**src/hw/rtl/tsps_pkg.sv**
```systemverilog
// Package for the timed servo pose sequencer.
// Holds event and sequence codes, command and run types, delays and queue sizing.
// No dependencies.
`timescale 1ns / 1ps
`default_nettype none

package tsps_pkg;

  localparam int unsigned TIME_WIDTH_DEF = 32;
  localparam int unsigned QUEUE_DEPTH    = 2;
  localparam int unsigned MAX_CMDS       = 3;

  localparam int unsigned DLY_100 = 100;
  localparam int unsigned DLY_200 = 200;
  localparam int unsigned DLY_300 = 300;
  localparam int unsigned DLY_400 = 400;
  localparam int unsigned DLY_500 = 500;
  localparam int unsigned DLY_600 = 600;

  localparam logic [1:0] SHAKE_ROUNDS = 2'd3;

  typedef enum logic [2:0] {
    OP_TICK          = 3'd0,
    OP_START_CAR     = 3'd1,
    OP_START_CRAWLER = 3'd2,
    OP_RECOVER       = 3'd3,
    OP_STOP          = 3'd4
  } op_e;

  typedef enum logic [1:0] {
    FALL_NONE  = 2'd0,
    FALL_FRONT = 2'd1,
    FALL_REAR  = 2'd2,
    FALL_SHAKE = 2'd3
  } fall_e;

  typedef enum logic [2:0] {
    SEQ_IDLE    = 3'd0,
    SEQ_CAR     = 3'd1,
    SEQ_CRAWLER = 3'd2,
    SEQ_FWD     = 3'd3,
    SEQ_BACK    = 3'd4,
    SEQ_SHAKE   = 3'd5
  } seq_e;

  typedef enum logic {
    KIND_MOVE  = 1'b0,
    KIND_STAND = 1'b1
  } kind_e;

  typedef struct packed {
    kind_e      kind;
    logic [4:0] chan;
    logic [7:0] angle;
  } cmd_t;

  typedef struct packed {
    logic [1:0]          count;
    cmd_t [MAX_CMDS-1:0] cmds;
  } run_t;

  function automatic cmd_t mv(input logic [4:0] chan, input logic [7:0] angle);
    cmd_t c;
    c.kind  = KIND_MOVE;
    c.chan  = chan;
    c.angle = angle;
    return c;
  endfunction

  function automatic cmd_t stand_cmd();
    cmd_t c;
    c.kind  = KIND_STAND;
    c.chan  = 5'd0;
    c.angle = 8'd0;
    return c;
  endfunction

endpackage

`default_nettype wire

```
**src/hw/rtl/tsps_front.sv**
```systemverilog
// Front end of the timed servo pose sequencer: takes events, keeps sequence state
// and turns each event into a run of up to three commands. Uses tsps_pkg.
`timescale 1ns / 1ps
`default_nettype none

module tsps_front
  import tsps_pkg::*;
#(
  parameter int unsigned TIME_WIDTH = TIME_WIDTH_DEF
) (
  input  wire logic        clk_i,
  input  wire logic        rst_ni,
  input  wire logic        ev_valid_i,
  output logic             ev_ready_o,
  input  wire logic [2:0]  opcode_i,
  input  wire logic [1:0]  fall_dir_i,
  input  wire logic [31:0] now_ms_i,
  output logic             push_o,
  output run_t             run_o,
  input  wire logic        full_i
);

  seq_e                  seq_q, seq_d;
  logic [2:0]            step_q, step_d;
  logic [TIME_WIDTH-1:0] last_q, last_d;
  logic [1:0]            shake_q, shake_d;
  logic [TIME_WIDTH-1:0] now;
  logic [TIME_WIDTH-1:0] el;
  logic [1:0]            sc_inc;
  logic                  accept;
  run_t                  run;

  generate
    if (TIME_WIDTH > 32) begin : g_wide
      assign now = {{(TIME_WIDTH - 32){1'b0}}, now_ms_i};
    end else if (TIME_WIDTH == 32) begin : g_same
      assign now = now_ms_i;
    end else begin : g_narrow
      assign now = now_ms_i[TIME_WIDTH-1:0];
    end
  endgenerate

  assign el         = now - last_q;
  assign sc_inc     = shake_q + 2'd1;
  assign ev_ready_o = !full_i;
  assign accept     = ev_valid_i && ev_ready_o;
  assign run_o      = run;
  assign push_o     = accept && (run.count != 2'd0);

  always_comb begin
    seq_d   = seq_q;
    step_d  = step_q;
    last_d  = last_q;
    shake_d = shake_q;
    run     = '0;
    case (op_e'(opcode_i))
      OP_TICK: begin
        case (seq_q)
          SEQ_IDLE: begin
          end
          SEQ_CAR: begin
            if (step_q == 3'd0 && el >= TIME_WIDTH'(DLY_300)) begin
              run.cmds[0] = mv(5'd24, 8'd0);
              run.count   = 2'd1;
              step_d      = step_q + 3'd1;
              last_d      = now;
            end else if (step_q == 3'd1 && el >= TIME_WIDTH'(DLY_500)) begin
              run.cmds[0] = mv(5'd14, 8'd0);
              run.cmds[1] = mv(5'd20, 8'd180);
              run.count   = 2'd2;
              step_d      = step_q + 3'd1;
              last_d      = now;
            end else if (step_q == 3'd2 && el >= TIME_WIDTH'(DLY_500)) begin
              run.cmds[0] = mv(5'd15, 8'd0);
              run.cmds[1] = mv(5'd21, 8'd180);
              run.count   = 2'd2;
              step_d      = step_q + 3'd1;
              last_d      = now;
            end else if (step_q == 3'd3 && el >= TIME_WIDTH'(DLY_500)) begin
              run.cmds[0] = mv(5'd2, 8'd0);
              run.cmds[1] = mv(5'd8, 8'd180);
              run.count   = 2'd2;
              step_d      = step_q + 3'd1;
              last_d      = now;
            end else if (step_q == 3'd4 && el >= TIME_WIDTH'(DLY_500)) begin
              run.cmds[0] = mv(5'd3, 8'd180);
              run.cmds[1] = mv(5'd9, 8'd0);
              run.count   = 2'd2;
              step_d      = step_q + 3'd1;
              last_d      = now;
            end else if (step_q == 3'd5 && el >= TIME_WIDTH'(DLY_600)) begin
              run.cmds[0] = mv(5'd4, 8'd90);
              run.cmds[1] = mv(5'd10, 8'd90);
              run.cmds[2] = mv(5'd26, 8'd0);
              run.count   = 2'd3;
              seq_d       = SEQ_IDLE;
            end
          end
          SEQ_CRAWLER: begin
            if (step_q == 3'd0 && el >= TIME_WIDTH'(DLY_300)) begin
              run.cmds[0] = mv(5'd2, 8'd160);
              run.cmds[1] = mv(5'd3, 8'd20);
              run.count   = 2'd2;
              step_d      = step_q + 3'd1;
              last_d      = now;
            end else if (step_q == 3'd1 && el >= TIME_WIDTH'(DLY_300)) begin
              run.cmds[0] = mv(5'd4, 8'd150);
              run.cmds[1] = mv(5'd5, 8'd30);
              run.count   = 2'd2;
              step_d      = step_q + 3'd1;
              last_d      = now;
            end else if (step_q == 3'd2 && el >= TIME_WIDTH'(DLY_200)) begin
              seq_d = SEQ_IDLE;
            end
          end
          SEQ_FWD: begin
            if (step_q == 3'd0 && el >= TIME_WIDTH'(DLY_500)) begin
              run.cmds[0] = mv(5'd4, 8'd40);
              run.cmds[1] = mv(5'd5, 8'd140);
              run.count   = 2'd2;
              step_d      = step_q + 3'd1;
              last_d      = now;
            end else if (step_q == 3'd1 && el >= TIME_WIDTH'(DLY_300)) begin
              run.cmds[0] = stand_cmd();
              run.count   = 2'd1;
              seq_d       = SEQ_IDLE;
            end
          end
          SEQ_BACK: begin
            if (step_q == 3'd0 && el >= TIME_WIDTH'(DLY_400)) begin
              run.cmds[0] = mv(5'd2, 8'd160);
              run.cmds[1] = mv(5'd3, 8'd20);
              run.count   = 2'd2;
              step_d      = step_q + 3'd1;
              last_d      = now;
            end else if (step_q == 3'd1 && el >= TIME_WIDTH'(DLY_300)) begin
              run.cmds[0] = stand_cmd();
              run.count   = 2'd1;
              seq_d       = SEQ_IDLE;
            end
          end
          SEQ_SHAKE: begin
            if (el >= TIME_WIDTH'(DLY_100)) begin
              last_d = now;
              if (step_q == 3'd0) begin
                run.cmds[0] = mv(5'd4, 8'd140);
                run.cmds[1] = mv(5'd5, 8'd40);
                run.count   = 2'd2;
                step_d      = 3'd1;
              end else begin
                run.cmds[0] = mv(5'd4, 8'd40);
                run.cmds[1] = mv(5'd5, 8'd140);
                run.count   = 2'd2;
                step_d      = 3'd0;
                shake_d     = sc_inc;
                if (sc_inc == SHAKE_ROUNDS) begin
                  run.cmds[2] = stand_cmd();
                  run.count   = 2'd3;
                  seq_d       = SEQ_IDLE;
                end
              end
            end
          end
          default: begin
            seq_d = SEQ_IDLE;
          end
        endcase
      end
      OP_START_CAR: begin
        if (seq_q != SEQ_CAR) begin
          seq_d       = SEQ_CAR;
          step_d      = 3'd0;
          last_d      = now;
          run.cmds[0] = mv(5'd14, 8'd90);
          run.cmds[1] = mv(5'd20, 8'd90);
          run.count   = 2'd2;
        end
      end
      OP_START_CRAWLER: begin
        if (seq_q != SEQ_CRAWLER) begin
          seq_d       = SEQ_CRAWLER;
          step_d      = 3'd0;
          last_d      = now;
          run.cmds[0] = mv(5'd0, 8'd160);
          run.cmds[1] = mv(5'd1, 8'd20);
          run.count   = 2'd2;
        end
      end
      OP_RECOVER: begin
        case (fall_e'(fall_dir_i))
          FALL_FRONT: begin
            seq_d       = SEQ_FWD;
            step_d      = 3'd0;
            last_d      = now;
            run.cmds[0] = mv(5'd4, 8'd160);
            run.cmds[1] = mv(5'd5, 8'd20);
            run.count   = 2'd2;
          end
          FALL_REAR: begin
            seq_d       = SEQ_BACK;
            step_d      = 3'd0;
            last_d      = now;
            run.cmds[0] = mv(5'd0, 8'd150);
            run.cmds[1] = mv(5'd1, 8'd30);
            run.count   = 2'd2;
          end
          FALL_SHAKE: begin
            seq_d       = SEQ_SHAKE;
            step_d      = 3'd0;
            last_d      = now;
            shake_d     = 2'd0;
            run.cmds[0] = mv(5'd4, 8'd40);
            run.cmds[1] = mv(5'd5, 8'd140);
            run.count   = 2'd2;
          end
          default: begin
          end
        endcase
      end
      OP_STOP: begin
        seq_d   = SEQ_IDLE;
        step_d  = 3'd0;
        shake_d = 2'd0;
      end
      default: begin
      end
    endcase
  end

  always_ff @(posedge clk_i or negedge rst_ni) begin
    if (!rst_ni) begin
      seq_q   <= SEQ_IDLE;
      step_q  <= 3'd0;
      last_q  <= '0;
      shake_q <= 2'd0;
    end else if (accept) begin
      seq_q   <= seq_d;
      step_q  <= step_d;
      last_q  <= last_d;
      shake_q <= shake_d;
    end
  end

endmodule

`default_nettype wire

```
**src/hw/rtl/tsps_fifo.sv**
```systemverilog
// Small register queue of command runs between the front and back ends.
// Generic width and depth; uses no package.
`timescale 1ns / 1ps
`default_nettype none

module tsps_fifo #(
  parameter int unsigned Width = 8,
  parameter int unsigned Depth = 2
) (
  input  wire logic             clk_i,
  input  wire logic             rst_ni,
  input  wire logic             push_i,
  input  wire logic [Width-1:0] wdata_i,
  output logic                  full_o,
  input  wire logic             pop_i,
  output logic [Width-1:0]      rdata_o,
  output logic                  empty_o
);

  localparam int unsigned PtrW = (Depth > 1) ? $clog2(Depth) : 1;
  localparam int unsigned CntW = $clog2(Depth + 1);

  logic [Width-1:0] mem_q [Depth];
  logic [PtrW-1:0]  wr_q, wr_d;
  logic [PtrW-1:0]  rd_q, rd_d;
  logic [CntW-1:0]  cnt_q, cnt_d;
  logic             do_push;
  logic             do_pop;

  assign full_o  = (cnt_q == CntW'(Depth));
  assign empty_o = (cnt_q == '0);
  assign rdata_o = mem_q[rd_q];
  assign do_push = push_i && !full_o;
  assign do_pop  = pop_i && !empty_o;

  always_comb begin
    wr_d  = wr_q;
    rd_d  = rd_q;
    cnt_d = cnt_q;
    if (do_push) begin
      wr_d = (wr_q == PtrW'(Depth - 1)) ? '0 : wr_q + 1'b1;
    end
    if (do_pop) begin
      rd_d = (rd_q == PtrW'(Depth - 1)) ? '0 : rd_q + 1'b1;
    end
    if (do_push && !do_pop) begin
      cnt_d = cnt_q + 1'b1;
    end else if (do_pop && !do_push) begin
      cnt_d = cnt_q - 1'b1;
    end
  end

  always_ff @(posedge clk_i or negedge rst_ni) begin
    if (!rst_ni) begin
      wr_q  <= '0;
      rd_q  <= '0;
      cnt_q <= '0;
    end else begin
      wr_q  <= wr_d;
      rd_q  <= rd_d;
      cnt_q <= cnt_d;
    end
  end

  always_ff @(posedge clk_i) begin
    if (do_push) begin
      mem_q[wr_q] <= wdata_i;
    end
  end

endmodule

`default_nettype wire

```
**src/hw/rtl/tsps_back.sv**
```systemverilog
// Back end of the timed servo pose sequencer: takes runs from the queue
// and sends their commands one word per cycle while ready. Uses tsps_pkg.
`timescale 1ns / 1ps
`default_nettype none

module tsps_back
  import tsps_pkg::*;
(
  input  wire logic  clk_i,
  input  wire logic  rst_ni,
  input  wire run_t  run_i,
  input  wire logic  empty_i,
  output logic       pop_o,
  output logic       cmd_valid_o,
  input  wire logic  cmd_ready_i,
  output cmd_t       cmd_o,
  output logic       cmd_last_o
);

  run_t       run_q;
  logic       busy_q, busy_d;
  logic [1:0] idx_q, idx_d;
  logic       fire;
  logic       load;

  assign cmd_valid_o = busy_q;
  assign cmd_o       = run_q.cmds[idx_q];
  assign cmd_last_o  = (idx_q == run_q.count - 2'd1);
  assign fire        = busy_q && cmd_ready_i;
  assign load        = (!busy_q || (fire && cmd_last_o)) && !empty_i;
  assign pop_o       = load;

  always_comb begin
    busy_d = busy_q;
    idx_d  = idx_q;
    if (load) begin
      busy_d = 1'b1;
      idx_d  = 2'd0;
    end else if (fire) begin
      if (cmd_last_o) begin
        busy_d = 1'b0;
      end else begin
        idx_d = idx_q + 2'd1;
      end
    end
  end

  always_ff @(posedge clk_i or negedge rst_ni) begin
    if (!rst_ni) begin
      busy_q <= 1'b0;
      idx_q  <= 2'd0;
    end else begin
      busy_q <= busy_d;
      idx_q  <= idx_d;
    end
  end

  always_ff @(posedge clk_i) begin
    if (load) begin
      run_q <= run_i;
    end
  end

endmodule

`default_nettype wire

```
**src/hw/rtl/timed_servo_pose_sequencer.sv**
```systemverilog
// Top level of the timed servo pose sequencer.
// Instantiates tsps_front, tsps_fifo and tsps_back; uses tsps_pkg.
//
// Each input word is an event with a millisecond timestamp: a tick, a start of
// the car or crawler sequence, a fall recovery with a direction, or a stop. The
// front end takes one event per cycle while the run queue is not full, updates
// the sequence state at once and queues the zero to three servo or stand
// commands that the event causes; the back end sends those commands one word
// per cycle while the output is ready, with tlast on the final command of each
// event. Events that give no command put nothing in the queue, and a two-entry
// run queue lets the input run ahead of a stalled output until the queue fills.
`timescale 1ns / 1ps
`default_nettype none

module timed_servo_pose_sequencer
  import tsps_pkg::*;
#(
  parameter int unsigned TIME_WIDTH = TIME_WIDTH_DEF
) (
  input  wire logic        clk_i,
  input  wire logic        rst_ni,
  input  wire logic        s_axis_tvalid,
  output logic             s_axis_tready,
  // fall_dir [1:0], now_ms [33:2], zero fill [39:34]
  input  wire logic [39:0] s_axis_tdata,
  // opcode [2:0]
  input  wire logic [2:0]  s_axis_tuser,
  output logic             m_axis_tvalid,
  input  wire logic        m_axis_tready,
  // servo_channel [4:0], servo_angle [12:5], zero fill [15:13]
  output logic [15:0]      m_axis_tdata,
  // command_kind [0]
  output logic [0:0]       m_axis_tuser,
  output logic             m_axis_tlast
);

  localparam int unsigned RunW = $bits(run_t);

  logic             push;
  logic             full;
  logic             empty;
  logic             pop;
  run_t             run_in;
  run_t             run_out;
  logic [RunW-1:0]  run_out_bits;
  cmd_t             cmd;

  tsps_front #(
    .TIME_WIDTH(TIME_WIDTH)
  ) u_front (
    .clk_i     (clk_i),
    .rst_ni    (rst_ni),
    .ev_valid_i(s_axis_tvalid),
    .ev_ready_o(s_axis_tready),
    .opcode_i  (s_axis_tuser),
    .fall_dir_i(s_axis_tdata[1:0]),
    .now_ms_i  (s_axis_tdata[33:2]),
    .push_o    (push),
    .run_o     (run_in),
    .full_i    (full)
  );

  tsps_fifo #(
    .Width(RunW),
    .Depth(QUEUE_DEPTH)
  ) u_fifo (
    .clk_i  (clk_i),
    .rst_ni (rst_ni),
    .push_i (push),
    .wdata_i(run_in),
    .full_o (full),
    .pop_i  (pop),
    .rdata_o(run_out_bits),
    .empty_o(empty)
  );

  assign run_out = run_t'(run_out_bits);

  tsps_back u_back (
    .clk_i      (clk_i),
    .rst_ni     (rst_ni),
    .run_i      (run_out),
    .empty_i    (empty),
    .pop_o      (pop),
    .cmd_valid_o(m_axis_tvalid),
    .cmd_ready_i(m_axis_tready),
    .cmd_o      (cmd),
    .cmd_last_o (m_axis_tlast)
  );

  assign m_axis_tdata = {3'b000, cmd.angle, cmd.chan};
  assign m_axis_tuser = cmd.kind;

endmodule

`default_nettype wire

```
**config.mk**
```make
export PLATFORM = sky130hd
export DESIGN_NAME = timed_servo_pose_sequencer
export DESIGN_NICKNAME = d
export VERILOG_FILES = /design/src/hw/rtl/tsps_pkg.sv /design/src/hw/rtl/tsps_front.sv /design/src/hw/rtl/tsps_fifo.sv /design/src/hw/rtl/tsps_back.sv /design/src/hw/rtl/timed_servo_pose_sequencer.sv
export SDC_FILE = /design/constraint.sdc
export NUM_CORES = 1
export LEC_CHECK = 0
export BUFFER_PORTS_ARGS = -buffer_cell sky130_fd_sc_hd__buf_4
export CAP_MARGIN = 30
export CORE_AREA = 2 2 129 181
export DETAILED_ROUTE_END_ITERATION = 8
export DIE_AREA = 0 0 131 183
export SKIP_CTS_REPAIR_TIMING = 1
export SYNTH_ARGS = -nofsm -noshare
export SYNTH_HDL_FRONTEND = slang
export SYNTH_SLANG_ARGS = --single-unit
```
**constraint.sdc**
```tcl
create_clock -name clk_i -period 16.33 [get_ports clk_i]
set_clock_uncertainty 0.2 [all_clocks]
set_input_delay 1.633 -clock clk_i [delete_from_list [all_inputs] [get_ports clk_i]]
set_output_delay 1.633 -clock clk_i [all_outputs]
set_load 0.02 [all_outputs]
```
======== Word level (Yosys, flattened, before mapping) ========
Memories as Yosys holds them, arrays and structs flattened. A register that Yosys moved wholly into a read port is not among the register bits.
Cells that the tools add are included.
operators by class
  magnitude comparators ................... 7
  add/sub/neg operators ................... 9
  reduce and logical (&&, ||, !) cells .... 43
  multiplexer cells ....................... 115
  equality and inequality tests ........... 51
operators with widths
  cell                                                                                    number
  32-bit two-way mux                                                                      13
  28-bit two-way mux                                                                      6
  32-bit case mux with 5 select lines                                                     1
  14-bit two-way mux                                                                      11
  28-bit case mux with 5 select lines                                                     1
  32-bit case mux with 4 select lines                                                     1
  28-bit case mux with 4 select lines                                                     1
  32-bit by 9-bit greater-or-equal comparator with 1-bit output (second input constant)   3
  3-bit two-way mux                                                                       30
  44-bit two-way mux                                                                      2
  25-bit case mux with 3 select lines                                                     1
  3-bit case mux with 5 select lines                                                      3
  2-bit two-way mux                                                                       22
  32-bit by 10-bit greater-or-equal comparator with 1-bit output (second input constant)  1
  32-bit by 7-bit greater-or-equal comparator with 1-bit output (second input constant)   1
  32-bit by 8-bit greater-or-equal comparator with 1-bit output (second input constant)   1
  32-bit subtractor                                                                       1
  3-bit inequality test (second input constant)                                           10
  14-bit binary-select mux with 2-bit select                                              1
  14-bit case mux with 2 select lines                                                     1
  27-bit two-way mux                                                                      1
  25-bit two-way mux                                                                      1
  23-bit two-way mux                                                                      1
  22-bit two-way mux                                                                      1
  42 further kinds                                                                        110
storage, ports and cells
  input bits .............................. 47
  logic and storage cells ................. 235
  memories kept ........................... 1
  memory bits (writable) .................. 88
  register bits after elaboration ......... 47
memory list
  memory        words  bits a word  rd ports  clocked after memory_dff  wr ports  RTL line         source
  u_fifo.mem_q  2      44           1         1                         1         tsps_fifo.sv:23  logic [Width-1:0] mem_q [Depth];

======== Logic depth before layout (Yosys ltp) ========
Gate-level depths: netlist of run 1.
  depth after elaboration ................. 18
  gate-level depth with buffers ........... 19
  gate-level depth less buffers ........... 19

======== By module ========
A second synthesis of run 1 with hierarchy kept.
unflattened totals
  cell total of the unflattened synthesis .. 1,013
  area, all modules ....................... 11,177.0 sq um
by module, submodules not included
  module                      sequential area each (sq um)  area an instance (sq um)  times used  cells an instance
  tsps_front                  1,001.0                       5,741.8                   1           734
  tsps_fifo                   2,742.6                       3,572.2                   1           156
  tsps_back                   1,396.3                       1,836.8                   1           119
  timed_servo_pose_sequencer  0.0                           26.3                      1           4

======== Worst setup path after synthesis of run 1 ========
No wires, ideal clock.
  kind .................................... input to register
  from .................................... in s_axis_tdata[2]
  to ...................................... mem u_fifo.mem_q[0][10] (netlist bit) (enable)
  required time ........................... 15.716 ns
  arrival ................................. 6.524 ns
  setup time .............................. 0.414 ns
  stages on the path ...................... 16
  setup slack ............................. 9.192 ns
  path through ............................ inv_1 -> ha_1 -> fa_1 -> nor2b_1 -> o2111ai_2 -> a21boi_2 -> o221ai_1 -> a211o_1 -> or4b_4 -> nor4_4 -> nand4b_2 -> nand3b_1 -> a211oi_1 -> a21oi_1 -> a31oi_2 -> nor2b_1
between the ends
  cells in the longest elaborated chain, start to end .. 16
  elaborated cells between the ends (all ways) .. 34
  classes of those cells .................. 1 x add/sub; 5 x order compare; 16 x mux; 12 x reduce/logical
ends and longest elaborated chain
  what                                                            RTL line                          source
  start: declaration                                              timed_servo_pose_sequencer.sv:25  input wire logic [39:0] s_axis_tdata,
  32-bit subtractor *                                             tsps_front.sv:43                  assign el = now - last_q;
  32-bit by 10-bit greater-or-equal comparator with 1-bit output  tsps_front.sv:91                  end else if (step_q == 3'd5 && el >= TIME_WIDTH'(DLY_600)) begin
  1-bit logical AND                                               tsps_front.sv:91
  44-bit two-way mux                                              tsps_front.sv:91
  2-bit two-way mux                                               tsps_front.sv:85                  end else if (step_q == 3'd4 && el >= TIME_WIDTH'(DLY_500)) begin
  2-bit two-way mux                                               tsps_front.sv:79                  end else if (step_q == 3'd3 && el >= TIME_WIDTH'(DLY_500)) begin
  2-bit two-way mux                                               tsps_front.sv:73                  end else if (step_q == 3'd2 && el >= TIME_WIDTH'(DLY_500)) begin
  2-bit two-way mux                                               tsps_front.sv:67                  end else if (step_q == 3'd1 && el >= TIME_WIDTH'(DLY_500)) begin
  2-bit two-way mux                                               tsps_front.sv:62                  if (step_q == 3'd0 && el >= TIME_WIDTH'(DLY_300)) begin
  2-bit case mux with 5 select lines *                            tsps_front.sv:58                  case (seq_q)
  2-bit case mux with 4 select lines *                            tsps_front.sv:56                  case (op_e'(opcode_i))
  2-bit nonzero test *                                            tsps_front.sv:48                  assign push_o = accept && (run.count != 2'd0);
  1-bit logical AND *                                             tsps_front.sv:48
  1-bit logical AND *                                             tsps_fifo.sv:33                   assign do_push = push_i && !full_o;
  net u_fifo.do_push                                              tsps_fifo.sv:27                   logic do_push;
  1-bit two-way mux *                                             tsps_fifo.sv:66                   if (do_push) begin
  1-bit two-way mux (implied by the code) *                       tsps_fifo.sv:67                   mem_q[wr_q] <= wdata_i;
  end: declaration                                                tsps_fifo.sv:23
Mark *: on every way through the listed nets, which the timed path passes. The rest lies on a longest branch.

======== Final worst setup path of run 1 ========
  from .................................... in s_axis_tdata[6]
  to ...................................... reg u_front.last_q[0]
between the ends
  cells in the longest elaborated chain, start to end .. 9
  elaborated cells between the ends (all ways) .. 26
  classes of those cells .................. 1 x add/sub; 4 x order compare; 5 x eq/ne; 7 x mux; 9 x reduce/logical
ends and longest elaborated chain
  what                                                           RTL line           source
  32-bit subtractor *                                            tsps_front.sv:43
  32-bit by 9-bit greater-or-equal comparator with 1-bit output  n/a
  1-bit logical AND                                              tsps_front.sv:79
  32-bit two-way mux                                             tsps_front.sv:79
  32-bit two-way mux                                             tsps_front.sv:73
  32-bit two-way mux                                             tsps_front.sv:67
  32-bit two-way mux                                             tsps_front.sv:62
  32-bit case mux with 5 select lines                            tsps_front.sv:58
  32-bit case mux with 4 select lines                            tsps_front.sv:56
  end signal: assignment                                         tsps_front.sv:239  last_q <= last_d;
  end: declaration                                               tsps_front.sv:25   logic [TIME_WIDTH-1:0] last_q, last_d;
Every way passes the cells marked *; elsewhere a longest branch is shown, timed or not.
A chain may end at the register's enable or synchronous reset.

==> results.md, run 1 <==
- DR DRC count: 0
- Final setup viols: 0
- Sw Ratio: 44.3%
- N_diodes: 0
- Slew Limit Fails: 0
- First-pass GRT wire length: roughly 35000 um
- Cells after Synth: roughly 900
- Clock transition at path regs: roughly 0.06 ns
- Seq/Total Area, Yosys: approximately two fifths
- Int Pwr: 1.07 mW
- HPWL Detailed: ~16000 um
- Global route overflow: 0
- Reg power frac: about a quarter
- Setup TNS: 0 ns
- Most frequent cells in the layout: 81 x edfxtp_1, 79 x nand2_1, 66 x nor2_1
- Routed vias/inst: about 5.6
- Post-synth EDFFs: between 80 and 90
- Most common cell after layout, fill and taps aside: edfxtp_1
- Number of global-route vias before repair: approximately 7000
- Clock net sink count: 128
- Slew margin rel.: about two fifths
- Final antenna-violating net count: 0
- Rows: 65
- Leak Pwr: between 4 and 5 nW
- WS Path Type: input port to flip-flop
- Number of port buffers: 56
- Filler cells: around 2200
- Tot GR Track Use: roughly 19%
- Run status: finished, final reports clean
- Io pins: 67
- Max stage delay on crit path: between 0.7 and 0.8 ns
- CTS tree: built
- Clock power share: ~20%
- CP Cell Sequence: buf_4 > ha_1 > a21o_1 > a31oi_1 > a21oi_1 > o311a_1 > or4_1 > o211a_1 > nor4_2 > nand4_1 > a21oi_2 > o21ai_1 > a31oi_1 > or3b_1 > buf_4 > mux2_1
- Power per cell area: 192 mW/mm^2
- RSZ-0062 raised after global routing: no
- Crit path DAT: 7.22 ns
- Die Y: between 150 and 200 um
- Share of layout cells above drive strength 1: about 16%
- WL per Instance: around 17 um
- Synth warn: 0
- Initial Util: 39.4%
- CP endpoint kind: flip-flop
- Die X: around 130 um
- Largest net degree at the start of global routing: between 40 and 50
- Synth Register Bits: 128
- First-pass iteration count of the detailed router: 8
- Min Hold Slack: roughly 0.29 ns
- Psw: around 0.85 mW
- Post-Syn Area: roughly 0.0088 sq mm
- Synth Flop Type: edfxtp_1
- Worst min-delay path class: flip-flop to flip-flop
- Fin nets: between 1000 and 1500
- Antenna violations before repair: 0
- Layout area overhead: 13.5%
- Critical Path Slowest Stage Cell: or3b_1
- Maximum VDD drop: ~0.094 mV
- Clock tree root driver cell: clkbuf_16
- Vias: ~7000
- Worst-case clock buffer depth: 2
- Buf+Inv Stages, Crit Path: 2
- CP top delay family: compound AO/OA/AOI/OAI gates
- WL final: approximately 22000 um
- Critical Path Fanout Max: 18
- Average size of a mapped cell: between 9 and 10 sq um
- Yosys cell types: 90
- GPL Wtd Cong: about 0.92
- Clk_lat worst skew: roughly 0.43 ns
- Die area: 0.0240 sq mm
- Power share of the combinational group: a little over half
- CORE AREA: approximately 0.022 sq mm
- H-tree depth: 4
- 1st-iter DRT viols: 417
- Post-layout util: 44.7%
- CP Launch Type: input port
- Fmax: roughly 0.14 GHz
- Final period util: between 40% and 50%
- Critical Path RT: 16.43 ns
- Worst Max-Slew Pin Slew: roughly 0.9 ns
- Final Hold Fails: 0
- Ys async rst share: ~37%
- Seq. cell area: 0.00361 sq mm
- Min cycle time layout: between 7 and 8 ns
- Maxcap violations: 0
- Multi-input logic area: ~0.0048 sq mm
- TritonCTS Buffers: 17
==> area by class of cell <==
| type | instances | share of cell area, % |
|---|---|---|
| Multi-Input combinational cell | 672 | 47.6 |
| Clock buffer | 17 | 4.26 |
| Timing Repair Buffer | 64 | 4.78 |
| Inverter | 53 | 1.99 |
| Tap cell | 301 | 3.77 |
| Sequential cell | 128 | 36.1 |
| Clock inverter | 15 | 1.48 |
==> worst register-to-register path: stages (launching register included) <==
cell and delay (ns):
dfrtp_1 0.34, inv_1 0.04, ha_1 0.38, a21o_1 0.28, a31oi_1 0.36, a21oi_1 0.24
o311a_1 0.43, or4_1 0.50, o211a_1 0.18, nor4_2 0.34, nand4_1 0.36, a21oi_2 0.44
o21ai_1 0.13, a31oi_1 0.30, or3b_1 0.76, buf_4 0.38, mux2_1 0.36
==> metal layers <==
layer | up-vias | GRT usage, % | wire, um
met5 | - | 0 | 0
met4 | 0 | 7.70 | 705
met3 | 45 | 2.83 | 584
met2 | 141 | 35.2 | 11700
met1 | 3385 | 20.0 | 8540
li1 | 3414 | - | -
==> power groups by stage <==
stage / combinational (mW) / clock [mW] / sequential, mW
after CTS: 1.04 / 0.381 / 0.504
after detailed placement: 1.04 / 0 / 0.511
after floorplan: 0.816 / 0 / 0.479
final: 1.04 / 0.374 / 0.503
after global placement: 1.03 / 0 / 0.506
after global routing: 1.16 / 0.396 / 0.515
==> synthesized netlist by cell type, types with 8 or more instances <==
cell	instances	area [sq um]
a211oi_1	8	60.1
a21o_1	13	97.6
a21oi_1	47	235
and2_1	13	81.3
buf_2	10	50.1
clkbuf_1	25	93.8
dfrtp_1	47	1180
edfxtp_1	81	2430
ha_1	42	526
inv_1	53	199
mux2_1	29	327
mux2_2	33	372
mux2i_1	19	190
nand2_1	79	297
nand2b_1	9	56.3
nand3_1	16	80.1
nand4_1	14	87.6
nor2_1	66	248
nor2b_1	16	100
nor3_1	26	130
nor4_1	9	56.3
o211ai_1	9	67.6
o21ai_0	44	220
or3_1	14	87.6
xnor2_1	8	70.1
xor2_1	14	123
==> worst paths after layout <==
| kind | from | to | slack [ns] | cells past startpoint |
|---|---|---|---|---|
| worst min-delay path | u_front.last_q[8]$_DFFE_PN0P_ | u_front.last_q[8]$_DFFE_PN0P_ | 0.29 | 1 |
| max in group asynchronous | rst_ni | u_front.step_q[2]$_DFFE_PN0P_ | 14.43 | 1 |
| min in group asynchronous | rst_ni | u_back.cmd_valid_o$_DFFE_PN0P_ | 1.03 | 1 |
| worst max-delay path | s_axis_tdata[6] | u_front.last_q[0]$_DFFE_PN0P_ | 9.21 | 16 |
| worst min register to register | u_front.last_q[8]$_DFFE_PN0P_ | u_front.last_q[8]$_DFFE_PN0P_ | 0.29 | 1 |
| worst max register to register | u_front.last_q[4]$_DFFE_PN0P_ | u_front.last_q[0]$_DFFE_PN0P_ | 10.17 | 16 |
==> cells by family (layout without fill, tap and decap cells) <==
logic type	Yosys count	count (layout)	share of synthesized area (%)
other cells	1	4	0.0426
mux	81	81	10.1
flops	128	128	41.0
fa+ha+maj	43	43	6.20
compound gates	218	218	17.4
simple gates	304	304	17.9
xor+xnor	22	22	2.19
buf+inv	100	149	5.17
==> stage by stage <==
step / std cells / setup WS [ns] / power, mW / area, sq um
after floorplan: 900 / 9.19 / 1.30 / 8820
after global placement: 1217 / 8.81 / 1.53 / 9420
after detailed placement: 1217 / 8.79 / 1.55 / 9420
after CTS: 1249 / 9.21 / 1.93 / 9990
after global routing: 1250 / 8.96 / 2.07 / 9990
final: 1250 / 9.21 / 1.92 / 9990
==> sequential cells by signal, summed over array words and instances, names as in the netlist <==
name                flops
u_front.step_q          3
u_fifo.wr_q             1
u_back.cmd_valid_o      1
u_fifo.cnt_q            2
u_front.last_q         32
u_back.idx_q            2
u_fifo.mem_q           54
u_fifo.rd_q             1
u_front.seq_q           3
u_front.shake_q         2
u_back.run_q           27
Power figures use the tool's default switching activity.
==> inputs of run 2 (changes only) <==
- clock period: 16.33 -> 6.5 ns (I/O delays scaled with it)
==> results.md, run 2 (synthesis results as in run 1) <==
- Run status: finished, final reports clean
- Maxcap violations: 0 (unchanged)
- Highest metal used: met4
- Most frequent cells in the layout: 81 x edfxtp_1, 79 x nand2_1, 67 x buf_4
- DR DRC count: 0 (unchanged)
- Routed vias/inst: 5.53 (-1.1%)
- Share of layout cells above drive strength 1: 16.4% (+0.14 points)
- Power share of the combinational group: 54.6% (+0.2 points)
- CTS tree: built
- Post-layout util: 44.9% (+0.18 points)
- M1 WL: 8290 um (-2.9%)
- Met3 routed WL: 704 um (+21%)
- Maximum VDD drop: 0.245 mV (+160%)
- Min cycle time layout: 5.68 ns
- Global route overflow: 0 (unchanged)
- Worst-case clock buffer depth: 2 (unchanged)
- Critical Path Fanout Max: 27 (+9)
- Total power: 4.81 mW (+150%)
- CP Launch Type: flip-flop
- N_diodes: 0 (unchanged)
- Fmax: approximately 0.18 GHz
- Tot GR Track Use: 18.6% (+0.055 points)
- Fin nets: 1030 (+0.39%)
- Critical Path RT: 6.44 ns (-9.99 ns)
- Final WS setup: 0.821 ns (-8.39 ns)
- Crit path DAT: 5.62 ns (-1.60 ns)
- GPL Wtd Cong: 0.902 (-1.5%)
- Post-place setup slack: 0.431 ns (-8.36 ns)
- Worst Max-Slew Pin Slew: 0.802 ns (-0.101 ns)
- WS Path Type: flip-flop to flip-flop
- Design area: 0.0100 sq mm (+0.41%)
- Io pins: 67 (unchanged)
- CP Cell Sequence: ha_1 > fa_1 > nor2b_1 > o2111ai_2 > a21boi_2 > o221ai_1 > a211o_1 > or4b_4 > nor4_4 > nand4b_2 > or3_4 > a41o_1 > o31ai_4 > a31oi_2 > nor2b_2 > buf_4
- Reg power frac: 26.2% (about the same)
- Worst min-delay path class: input port to async pin
- Final period util: ~87%
- Buf+Inv Stages, Crit Path: 1 (-1)
- Crit path to: u_fifo.mem_q[0][19]$_DFFE_PP_
- Fin cells: 1254 (+0.32%)
- Int Pwr: 2.72 mW (+150%)
- Vias: 6933 (-0.74%)
- CP endpoint kind: flip-flop
- Critical Path Slowest Stage Cell: or4b_4
- TritonCTS Buffers: 17 (unchanged)
- Final setup viols: 0 (unchanged)
- Die area: 0.0240 sq mm (unchanged)
- Filler cells: 2197 (+0.046%)
- Largest net degree at the start of global routing: 48 (unchanged)
- Min Hold Slack: 0.0599 ns (-0.228 ns)
- Number of port buffers: 56 (unchanged)
- Rows: 65 (unchanged)
- CORE AREA: 0.0224 sq mm (unchanged)
- Largest regs: u_fifo.mem_q: 54 flops, u_front.last_q: 32 flops, u_back.run_q: 27 flops
- Die Y: 183 um (unchanged)
- Number of global-route vias before repair: 6947 (+1.8%)
- Metal2 WL: 11500 um (-2.0%)
- Reg-to-Reg Start: u_front.last_q[0]$_DFFE_PN0P_
- Seq. cell area: 0.00361 sq mm (unchanged)
- Worst path depth: 16 (unchanged)
- H-tree depth: 4 (unchanged)
- Sw Ratio: 43.4% (-0.89 points)
- 1st-iter DRT viols: 371 (-11%)
- Final antenna-violating net count: 0 (unchanged)
- Die X: 131 um (unchanged)
- Multi-input logic area: 0.00476 sq mm (unchanged)
- Setup TNS: 0 ns (unchanged)
- RSZ-0062 raised after global routing: no
- First-pass GRT wire length: 34900 um (-0.12%)
- Slew Limit Fails: 0 (unchanged)
- R2R cell count: 16 (unchanged)
- Max stage delay on crit path: 0.53 ns (-0.23 ns)
- Largest register FFs: 54 (unchanged)
- Clk_lat worst skew: 0.43 ns (about the same)
- CP startpoint: u_front.last_q[0]$_DFFE_PN0P_
- Initial Util: 39.4% (unchanged)
- Antenna violations before repair: 0 (unchanged)
- Power per cell area: 480 mW/mm^2 (+150%)
- WL per Instance: 17.0 um (-1.3%)
- DP Cell Count: 1222 (+0.41%)
- Clock transition at path regs: 0.06 ns (about the same)
- Psw: 2.09 mW (+150%)
- Most flop-heavy register: u_fifo.mem_q
- Clock power share: 19.2% (-0.3 points)
- Final Hold Fails: 0 (unchanged)
- HPWL Detailed: 16400 um (-0.34%)
- Most common cell after layout, fill and taps aside: edfxtp_1
- Leak Pwr: 4.07 nW (+0.70%)
- Slew margin rel.: 46.2% (+6.3 points)
- Reg2reg setup slack: 0.82 ns (-9.35 ns)
- Clock net sink count: 128 (unchanged)
- First-pass iteration count of the detailed router: 4 (-4)
- WL final: 21300 um (-0.99%)
- CP top delay family: simple AND/OR/NAND/NOR gates
- Clock tree root driver cell: clkbuf_16
- Post-DP Area: 0.00947 sq mm (+0.53%)
- Layout area overhead: 14.0%
- Worst r2r dst: u_fifo.mem_q[0][19]$_DFFE_PP_
==> run 2: cell types whose count changed in the layout (fill, tap and decap cells not counted), moves of 2 or more <==
cell / delta
buf_4: +4
clkinv_2: +3
inv_6: -4
inv_8: -2
==> run 2: worst reg2reg max path, delay by kind of cell, from the launching register on <==
| family | cells | cell delay, ns |
|---|---|---|
| and+or+nand+nor | 6 | 2.00 |
| AOI/OAI and AO/OA | 7 | 1.90 |
| adders and majority gates | 2 | 0.67 |
| DFF | 1 | 0.38 |
| buffers and inverters | 1 | 0.24 |
==> run 2: layout make-up <==
cell class / count / share of cell area [%]
timing repair buffer: 68 / 5.21
clock inverter: 14 / 1.40
sequential: 128 / 36.0
tap: 301 / 3.75
inverter: 53 / 1.98
multi-input combinational: 672 / 47.4
clock buffer: 18 / 4.28
==> run 2: worst min path at each step <==
stage	endpoint
after floorplan	u_back.cmd_valid_o$_DFFE_PN0P_
after global placement	u_front.last_q[13]$_DFFE_PN0P_
after detailed placement	u_front.last_q[12]$_DFFE_PN0P_
after CTS	u_fifo.rd_q$_DFFE_PN0P_
after global routing	u_fifo.cnt_q[1]$_DFFE_PN0P_
final	u_back.cmd_valid_o$_DFFE_PN0P_
==> run 2: power by group through the flow <==
stage                     clock, mW  sequential (mW)  combinational (mW)
after CTS                     0.947             1.27                2.63
after detailed placement          0             1.28                2.62
final                         0.924             1.26                2.63
after global routing          0.980             1.30                2.93
after floorplan                   0             1.20                2.05
after global placement            0             1.27                2.60
==> run 2: routing by layer <==
layer	global-route usage [%]	up-vias
met2	34.6	145
met4	9.23	0
met1	19.7	3315
met5	0	-
li1	-	3426
met3	3.56	47
